==> src/sv/mbb_pkg.sv <==
// Package with the widths, register indexes and helpers of the mask bounding box.
`default_nettype none

package mbb_pkg;

  localparam int DIM_W   = 13;
  localparam int COORD_W = 12;
  localparam int COL_W   = 9;
  localparam int ROW_W   = 12;
  localparam int RBYTE_W = 10;

  localparam logic [DIM_W-1:0] MAX_DIMENSION = 13'd4096;

  typedef enum logic [0:0] {
    REG_WIDTH  = 1'b0,
    REG_HEIGHT = 1'b1
  } cfg_reg_t;

  // Zero counts as one, anything above the maximum counts as the maximum.
  function automatic logic [DIM_W-1:0] clamp_dim(input logic [DIM_W-1:0] v);
    logic [DIM_W-1:0] r;
    begin
      if (v == '0) begin
        r = 13'd1;
      end else if (v > MAX_DIMENSION) begin
        r = MAX_DIMENSION;
      end else begin
        r = v;
      end
      return r;
    end
  endfunction

endpackage

`default_nettype wire

==> src/sv/mask_bounding_box.sv <==
// Top level of the mask bounding box: byte counters, bound tracking and result register.
// Mask bytes enter on mask_valid/mask_stall, one request per byte, row after row,
// ceil(image_width/8) bytes per row with bit b of a byte holding pixel 8k+b.
// After the last byte of the last row one rectangle request leaves on
// rect_valid/rect_stall: found plus the exclusive bounds, or found=0 and zeros.
// Bytes that do not close a frame produce no result request.
// image_width and image_height are set through cfg_write/cfg_index/cfg_data; the user
// writes them only while no frame is in flight, which the block does not enforce;
// zero counts as one and values above 4096 clamp.
// The accepted last byte passes the input register, then the bound update that loads
// the result register. The bound update takes one byte per cycle but for one case:
// while a result waits under rect_stall, bytes keep flowing until the next
// frame-closing byte reaches the update stage; it and the input side then hold.
// Reset (rst, synchronous) sets both dimensions to 1, clears the counters and upper
// bounds, sets the lower bounds to 1, and empties the input and result registers.
`default_nettype none

module mask_bounding_box (
  input  wire logic                        clk,
  input  wire logic                        rst,
  input  wire logic                        mask_valid,
  output      logic                        mask_stall,
  input  wire logic [7:0]                  mask_byte,
  output      logic                        rect_valid,
  input  wire logic                        rect_stall,
  output      logic                        found,
  output      logic [mbb_pkg::COORD_W-1:0] rect_left,
  output      logic [mbb_pkg::COORD_W-1:0] rect_top,
  output      logic [mbb_pkg::DIM_W-1:0]   rect_right,
  output      logic [mbb_pkg::DIM_W-1:0]   rect_bottom,
  input  wire logic                        cfg_write,
  input  wire logic [0:0]                  cfg_index,
  input  wire logic [mbb_pkg::DIM_W-1:0]   cfg_data
);

  logic [mbb_pkg::DIM_W-1:0]   image_width;
  logic [mbb_pkg::DIM_W-1:0]   image_height;

  logic                        s1_valid;
  logic [7:0]                  s1_byte;

  logic [mbb_pkg::COL_W-1:0]   byte_column;
  logic [mbb_pkg::ROW_W-1:0]   row_index;
  logic [mbb_pkg::DIM_W-1:0]   min_x;
  logic [mbb_pkg::COORD_W-1:0] max_x;
  logic [mbb_pkg::DIM_W-1:0]   min_y;
  logic [mbb_pkg::COORD_W-1:0] max_y;
  logic                        any_seen;

  logic [mbb_pkg::DIM_W-1:0]   min_x_next;
  logic [mbb_pkg::COORD_W-1:0] max_x_next;
  logic [mbb_pkg::DIM_W-1:0]   min_y_next;
  logic [mbb_pkg::COORD_W-1:0] max_y_next;

  logic [mbb_pkg::DIM_W-1:0]   w_eff;
  logic [mbb_pkg::DIM_W-1:0]   h_eff;
  logic [mbb_pkg::COORD_W-1:0] x0;
  logic [mbb_pkg::DIM_W-1:0]   x0_ext;
  logic [mbb_pkg::DIM_W-1:0]   remaining;
  logic [7:0]                  bits;
  logic [2:0]                  lo;
  logic [2:0]                  hi;
  logic [mbb_pkg::COORD_W-1:0] x_lo;
  logic [mbb_pkg::COORD_W-1:0] x_hi;
  logic [mbb_pkg::DIM_W-1:0]   row_sum;
  logic [mbb_pkg::RBYTE_W-1:0] row_bytes;
  logic [mbb_pkg::RBYTE_W-1:0] col_plus;
  logic [mbb_pkg::DIM_W-1:0]   row_plus;
  logic                        last_col;
  logic                        last_row;
  logic                        s1_end;
  logic                        proceed;
  logic                        in_accept;

  // Configuration registers.
  always_ff @(posedge clk) begin
    if (rst) begin
      image_width  <= 13'd1;
      image_height <= 13'd1;
    end else if (cfg_write) begin
      case (mbb_pkg::cfg_reg_t'(cfg_index))
        mbb_pkg::REG_WIDTH:  image_width  <= cfg_data;
        mbb_pkg::REG_HEIGHT: image_height <= cfg_data;
        default: ;
      endcase
    end
  end

  assign w_eff = mbb_pkg::clamp_dim(image_width);
  assign h_eff = mbb_pkg::clamp_dim(image_height);

  // Pixel position of the byte and masking of bits past the right edge.
  assign x0        = {byte_column, 3'b000};
  assign x0_ext    = {1'b0, x0};
  assign remaining = w_eff - x0_ext;

  always_comb begin
    if (x0_ext >= w_eff) begin
      bits = 8'h00;
    end else if (remaining < 13'd8) begin
      bits = s1_byte & ~(8'hFF << remaining[2:0]);
    end else begin
      bits = s1_byte;
    end
  end

  always_comb begin
    lo = 3'd0;
    hi = 3'd0;
    for (int i = 7; i >= 0; i--) begin
      if (bits[i]) begin
        lo = 3'(i);
      end
    end
    for (int i = 0; i < 8; i++) begin
      if (bits[i]) begin
        hi = 3'(i);
      end
    end
  end

  assign x_lo = x0 + {9'd0, lo};
  assign x_hi = x0 + {9'd0, hi};

  // The first visible pixel of a frame loads the bounds outright.
  always_comb begin
    min_x_next = min_x;
    max_x_next = max_x;
    min_y_next = min_y;
    max_y_next = max_y;
    if (bits != 8'h00) begin
      if (!any_seen) begin
        min_x_next = {1'b0, x_lo};
        max_x_next = x_hi;
        min_y_next = {1'b0, row_index};
        max_y_next = row_index;
      end else begin
        if ({1'b0, x_lo} < min_x) begin
          min_x_next = {1'b0, x_lo};
        end
        if (x_hi > max_x) begin
          max_x_next = x_hi;
        end
        if ({1'b0, row_index} < min_y) begin
          min_y_next = {1'b0, row_index};
        end
        if (row_index > max_y) begin
          max_y_next = row_index;
        end
      end
    end
  end

  assign row_sum   = w_eff + 13'd7;
  assign row_bytes = row_sum[mbb_pkg::DIM_W-1:3];
  assign col_plus  = {1'b0, byte_column} + 10'd1;
  assign row_plus  = {1'b0, row_index} + 13'd1;
  assign last_col  = (col_plus >= row_bytes);
  assign last_row  = (row_plus >= h_eff);
  assign s1_end    = last_col && last_row;

  // A frame-closing byte waits only while the previous result is held.
  assign proceed    = s1_valid && (!s1_end || !rect_valid || !rect_stall);
  assign mask_stall = s1_valid && !proceed;
  assign in_accept  = mask_valid && !mask_stall;

  always_ff @(posedge clk) begin
    if (rst) begin
      s1_valid <= 1'b0;
    end else if (in_accept) begin
      s1_valid <= 1'b1;
    end else if (proceed) begin
      s1_valid <= 1'b0;
    end
  end

  always_ff @(posedge clk) begin
    if (in_accept) begin
      s1_byte <= mask_byte;
    end
  end

  always_ff @(posedge clk) begin
    if (rst) begin
      byte_column <= '0;
      row_index   <= '0;
      min_x       <= 13'd1;
      max_x       <= '0;
      min_y       <= 13'd1;
      max_y       <= '0;
      any_seen    <= 1'b0;
    end else if (proceed) begin
      if (s1_end) begin
        byte_column <= '0;
        row_index   <= '0;
        min_x       <= w_eff;
        max_x       <= '0;
        min_y       <= h_eff;
        max_y       <= '0;
        any_seen    <= 1'b0;
      end else begin
        min_x    <= min_x_next;
        max_x    <= max_x_next;
        min_y    <= min_y_next;
        max_y    <= max_y_next;
        any_seen <= any_seen || (bits != 8'h00);
        if (last_col) begin
          byte_column <= '0;
          row_index   <= row_plus[mbb_pkg::ROW_W-1:0];
        end else begin
          byte_column <= col_plus[mbb_pkg::COL_W-1:0];
        end
      end
    end
  end

  // Result register.
  always_ff @(posedge clk) begin
    if (rst) begin
      rect_valid <= 1'b0;
    end else if (proceed && s1_end) begin
      rect_valid <= 1'b1;
    end else if (!rect_stall) begin
      rect_valid <= 1'b0;
    end
  end

  always_ff @(posedge clk) begin
    if (proceed && s1_end) begin
      if (any_seen || (bits != 8'h00)) begin
        found       <= 1'b1;
        rect_left   <= min_x_next[mbb_pkg::COORD_W-1:0];
        rect_top    <= min_y_next[mbb_pkg::COORD_W-1:0];
        rect_right  <= {1'b0, max_x_next} + 13'd1;
        rect_bottom <= {1'b0, max_y_next} + 13'd1;
      end else begin
        found       <= 1'b0;
        rect_left   <= '0;
        rect_top    <= '0;
        rect_right  <= '0;
        rect_bottom <= '0;
      end
    end
  end

endmodule

`default_nettype wire

==> config.mk <==
export PLATFORM = sky130hd
export DESIGN_NAME = mask_bounding_box
export DESIGN_NICKNAME = d
export VERILOG_FILES = /design/src/sv/mbb_pkg.sv /design/src/sv/mask_bounding_box.sv
export SDC_FILE = /design/constraint.sdc
export NUM_CORES = 1
export LEC_CHECK = 0
export BUFFER_PORTS_ARGS = -buffer_cell sky130_fd_sc_hd__buf_2
export CORE_UTILIZATION = 61
export DETAILED_ROUTE_END_ITERATION = 7
export PLACE_DENSITY = 0.82
export SKIP_CTS_REPAIR_TIMING = 1
export SYNTH_ARGS = -nofsm -noshare
export SYNTH_HDL_FRONTEND = slang
export SYNTH_SLANG_ARGS = --single-unit
==> constraint.sdc <==
create_clock -name clk -period 9 [get_ports clk]
set_clock_uncertainty 0.15 [all_clocks]
set_input_delay 0 -clock clk [delete_from_list [all_inputs] [get_ports clk]]
set_output_delay 0 -clock clk [all_outputs]
set_load 0.02 [all_outputs]
==> impl_metrics.tcl <==
set metrics [dict create \
    yosysWarnings 0 \
    drive_gt1_share_pct 12.0 \
    io_pins 80 \
    synth_cell_types 93 \
    pwr-share-seq_pct 39.7 \
    final-setup-viol-count 0 \
    synth_nets 1339 \
    period_share_pct 87.0 \
    vdd_drop_max_uv 194 \
    synth_edf_count 59 \
    p_int_uw 1350 \
    utilization_pct 70.2 \
    dpl.hpwl_um 19300 \
    cts_root_buffer "clkbuf_16" \
    area_growth_pct 11.8 \
    track_usage_pct 31.2 \
    insertion_delay_ns 0.44 \
    netSwitchingPower_uw 666 \
    status "complete, no violations" \
    critPathArrivalTime_ns 7.82 \
    first_global_vias 8521 \
    startpoint_type "register" \
    nNetsFinal 1401 \
    drt-initial-drc-count 1019 \
    ant_nets 0 \
    synthTopCellsByArea "dfxtp_1 (19%), edfxtp_1 (17%), ha_1 (9.7%), nor2_1 (5.1%), nand2_1 (4.8%)" \
    timing.max_cap.violations 0 \
    synth.most_common_cell "nor2_1" \
    cp-end-kind "register" \
    period_needed_ns 7.83 \
    synth-seq-area-share_pct 36.0 \
    core_um2 16700 \
    hold_violations 0 \
    clk_path_buf_depth 2 \
    tightest_slew_ns 1.19 \
    die_x_um 133 \
    drtPass1Iterations 5 \
    synth_common_cells "nor2_1 (142), nand2_1 (133), dfxtp_1 (100)" \
    synth_top_cell_by_area "dfxtp_1" \
    leakagePower_uw 0.00463 \
    p_sw_share_pct 33.0 \
    maxSlewViolCount 0 \
    syn_area_um2 10500 \
    combPwrFrac_pct 25.5 \
    fmax_mhz 128 \
    dieArea_um2 17700 \
    drc 0 \
    wirelength_um 27500 \
    rsz0062_at_grt "no" \
    cts_tree "built" \
    synth-async-reset-ratio_pct 0 \
    die_height_um 133 \
    power_density_nw_per_um2 172 \
    ys_ff_latch 159 \
    numClockSinks 159 \
    routed_via_density 6.22 \
    synthCells 1230 \
    grt-ovfl-total 0 \
    rows 47 \
    grt_pass1_wl_um 43600 \
    gp_congestion 0.950 \
    cts_made_buffers 17 \
    route.vias.total 9481 \
    clk_transition_reported_paths_ns 0.07 \
    place.port_buffers 79 \
    slew_headroom_pct 20.8 \
    wl_per_cell_um 18.0 \
    synth_ff_type "dfxtp_1" \
    start_util_pct 62.8 \
    synth_area_per_cell_um2 8.52 \
    yosysTopAreaCellShare_pct 19.1 \
    crit_type "register to register" \
    tns_ns 0 \
    antenna_found_initial 0 \
    grt_max_degree 93 \
    hold_class "input pin to register" \
    htree_levels 4 \
    required_ns 9.00 \
    antennaDiodeCount 0 \
    p_clk_share_pct 34.8 \
    crit_fanout 30 \
]
[path summary, 6_finish.rpt]
path,from,end,slack [ns],depth (start not counted)
max,image_width[12],rect_right[10],1.17,27
min,cfg_write,image_width[11],0.009,4
min reg2reg,image_height[0],image_height[0],0.33,2
max reg2reg,image_width[12],rect_right[10],1.17,27
[worst max-delay path, cell delays in order, from the launching register on]
cell and delay (ns):
dfxtp_1 1.01, nor2b_1 0.19, inv_1 0.15, ha_1 0.22
inv_1 0.07, fa_1 0.41, a21o_1 0.20, maj3_2 0.30
nor3_1 0.29, o21ai_1 0.19, nor4_4 0.52, a211oi_1 0.16
a21boi_0 0.16, a311oi_1 0.27, o21a_1 0.31, ha_1 0.28
nand4_1 0.09, nor3_1 0.05, a31oi_1 0.30, nor2_1 0.19
a31oi_4 0.55, nor2_1 0.11, a31oi_1 0.24, ha_1 0.24
a21boi_1 0.42, nand3_1 0.18, xnor2_1 0.19, nor2_1 0.05
[layer usage]
layer | global-route usage, % | vias up | share of wire, %
met4 | 11.4 | 0 | 2.7
met5 | 0 | - | 0
met3 | 5.40 | 60 | 7.9
li1 | - | 4529 | -
met1 | 43.6 | 4457 | 44
met2 | 48.5 | 435 | 45
[logic make-up (layout without fill, tap and decap cells)]
logic type / after synthesis / after routing / synth area share (%)
AND/OR/NAND/NOR: 439 / 439 / 20.0
AO/OA/AOI/OAI: 321 / 321 / 20.9
flip-flops: 159 / 159 / 36.0
buffers and inverters: 144 / 219 / 5.68
adder cells (fa/ha/maj): 84 / 84 / 10.1
XOR/XNOR: 55 / 55 / 4.59
multiplexers: 28 / 28 / 2.72
[power by group through the flow]
stage,clock network [uW],logic [uW],registers [uW]
6_report,703,516,801
3_3_place_gp,0,486,814
2_1_floorplan,0,389,812
3_5_place_dp,0,491,815
4_1_cts,706,497,800
5_1_grt,737,561,803
[stage by stage]
step | total power, uW | area, um2 | setup WS [ns] | std cells | hold WS [ns]
after detailed placement | 1310 | 10900 | 1.38 | 1469 | 0.0296
after global placement | 1300 | 10900 | 1.65 | 1469 | 0.0261
after floorplan | 1200 | 10500 | 2.40 | 1230 | -0.0511
final | 2020 | 11700 | 1.17 | 1525 | 0.00850
after CTS | 2000 | 11500 | 1.30 | 1501 | -0.420
after global routing | 2100 | 11700 | 0.521 | 1525 | 0.0546
[state kept, by name (all words and copies together), names as in the netlist]
name          cells
s1_byte           8
byte_column       9
rect_top         12
any_seen          1
min_y            13
max_x            12
rect_valid        1
image_width      13
found             1
min_x            13
image_height     13
rect_right       13
row_index        12
s1_valid          1
rect_left        12
rect_bottom      13
max_y            12
[placed cells by master (no fill, tap or decap), types with 5 or more instances in the layout]
cell type / netlist / layout
dfxtp_1: 100 / 100
a21o_1: 31 / 31
mux2i_1: 24 / 24
a21oi_1: 86 / 86
o211ai_1: 8 / 8
edfxtp_1: 59 / 59
ha_1: 81 / 81
o21ai_0: 37 / 36
nand2b_1: 14 / 14
xor2_1: 12 / 12
a22o_1: 5 / 5
and2_1: 7 / 7
o22ai_1: 20 / 20
nand3_1: 42 / 42
xnor2_1: 43 / 43
o31ai_1: 7 / 7
nand3b_1: 6 / 6
or3_1: 7 / 7
o21a_1: 9 / 9
o21ai_1: 7 / 7
nor3_1: 20 / 20
a31oi_1: 16 / 15
nor4_1: 8 / 8
nand4_1: 13 / 13
buf_4: 2 / 7
a211oi_1: 12 / 12
nor2b_1: 17 / 17
buf_2: 13 / 79
nand2_1: 133 / 133
inv_1: 76 / 75
nor2_1: 142 / 142
clkbuf_16: 0 / 19
inv_6: 0 / 5
a22oi_1: 31 / 31
dlygate4sd3_1: 0 / 24
[layout make-up]
type / count / area [um2]
clock inverters: 11 / 88.8
well taps: 220 / 275
inverters: 77 / 289
flip-flops and latches: 159 / 3770
multi-input cells: 927 / 6120
clock buffers: 21 / 483
repair buffers: 110 / 688
fillers: 1294 / 4980
(Power assumes the default switching activity.)
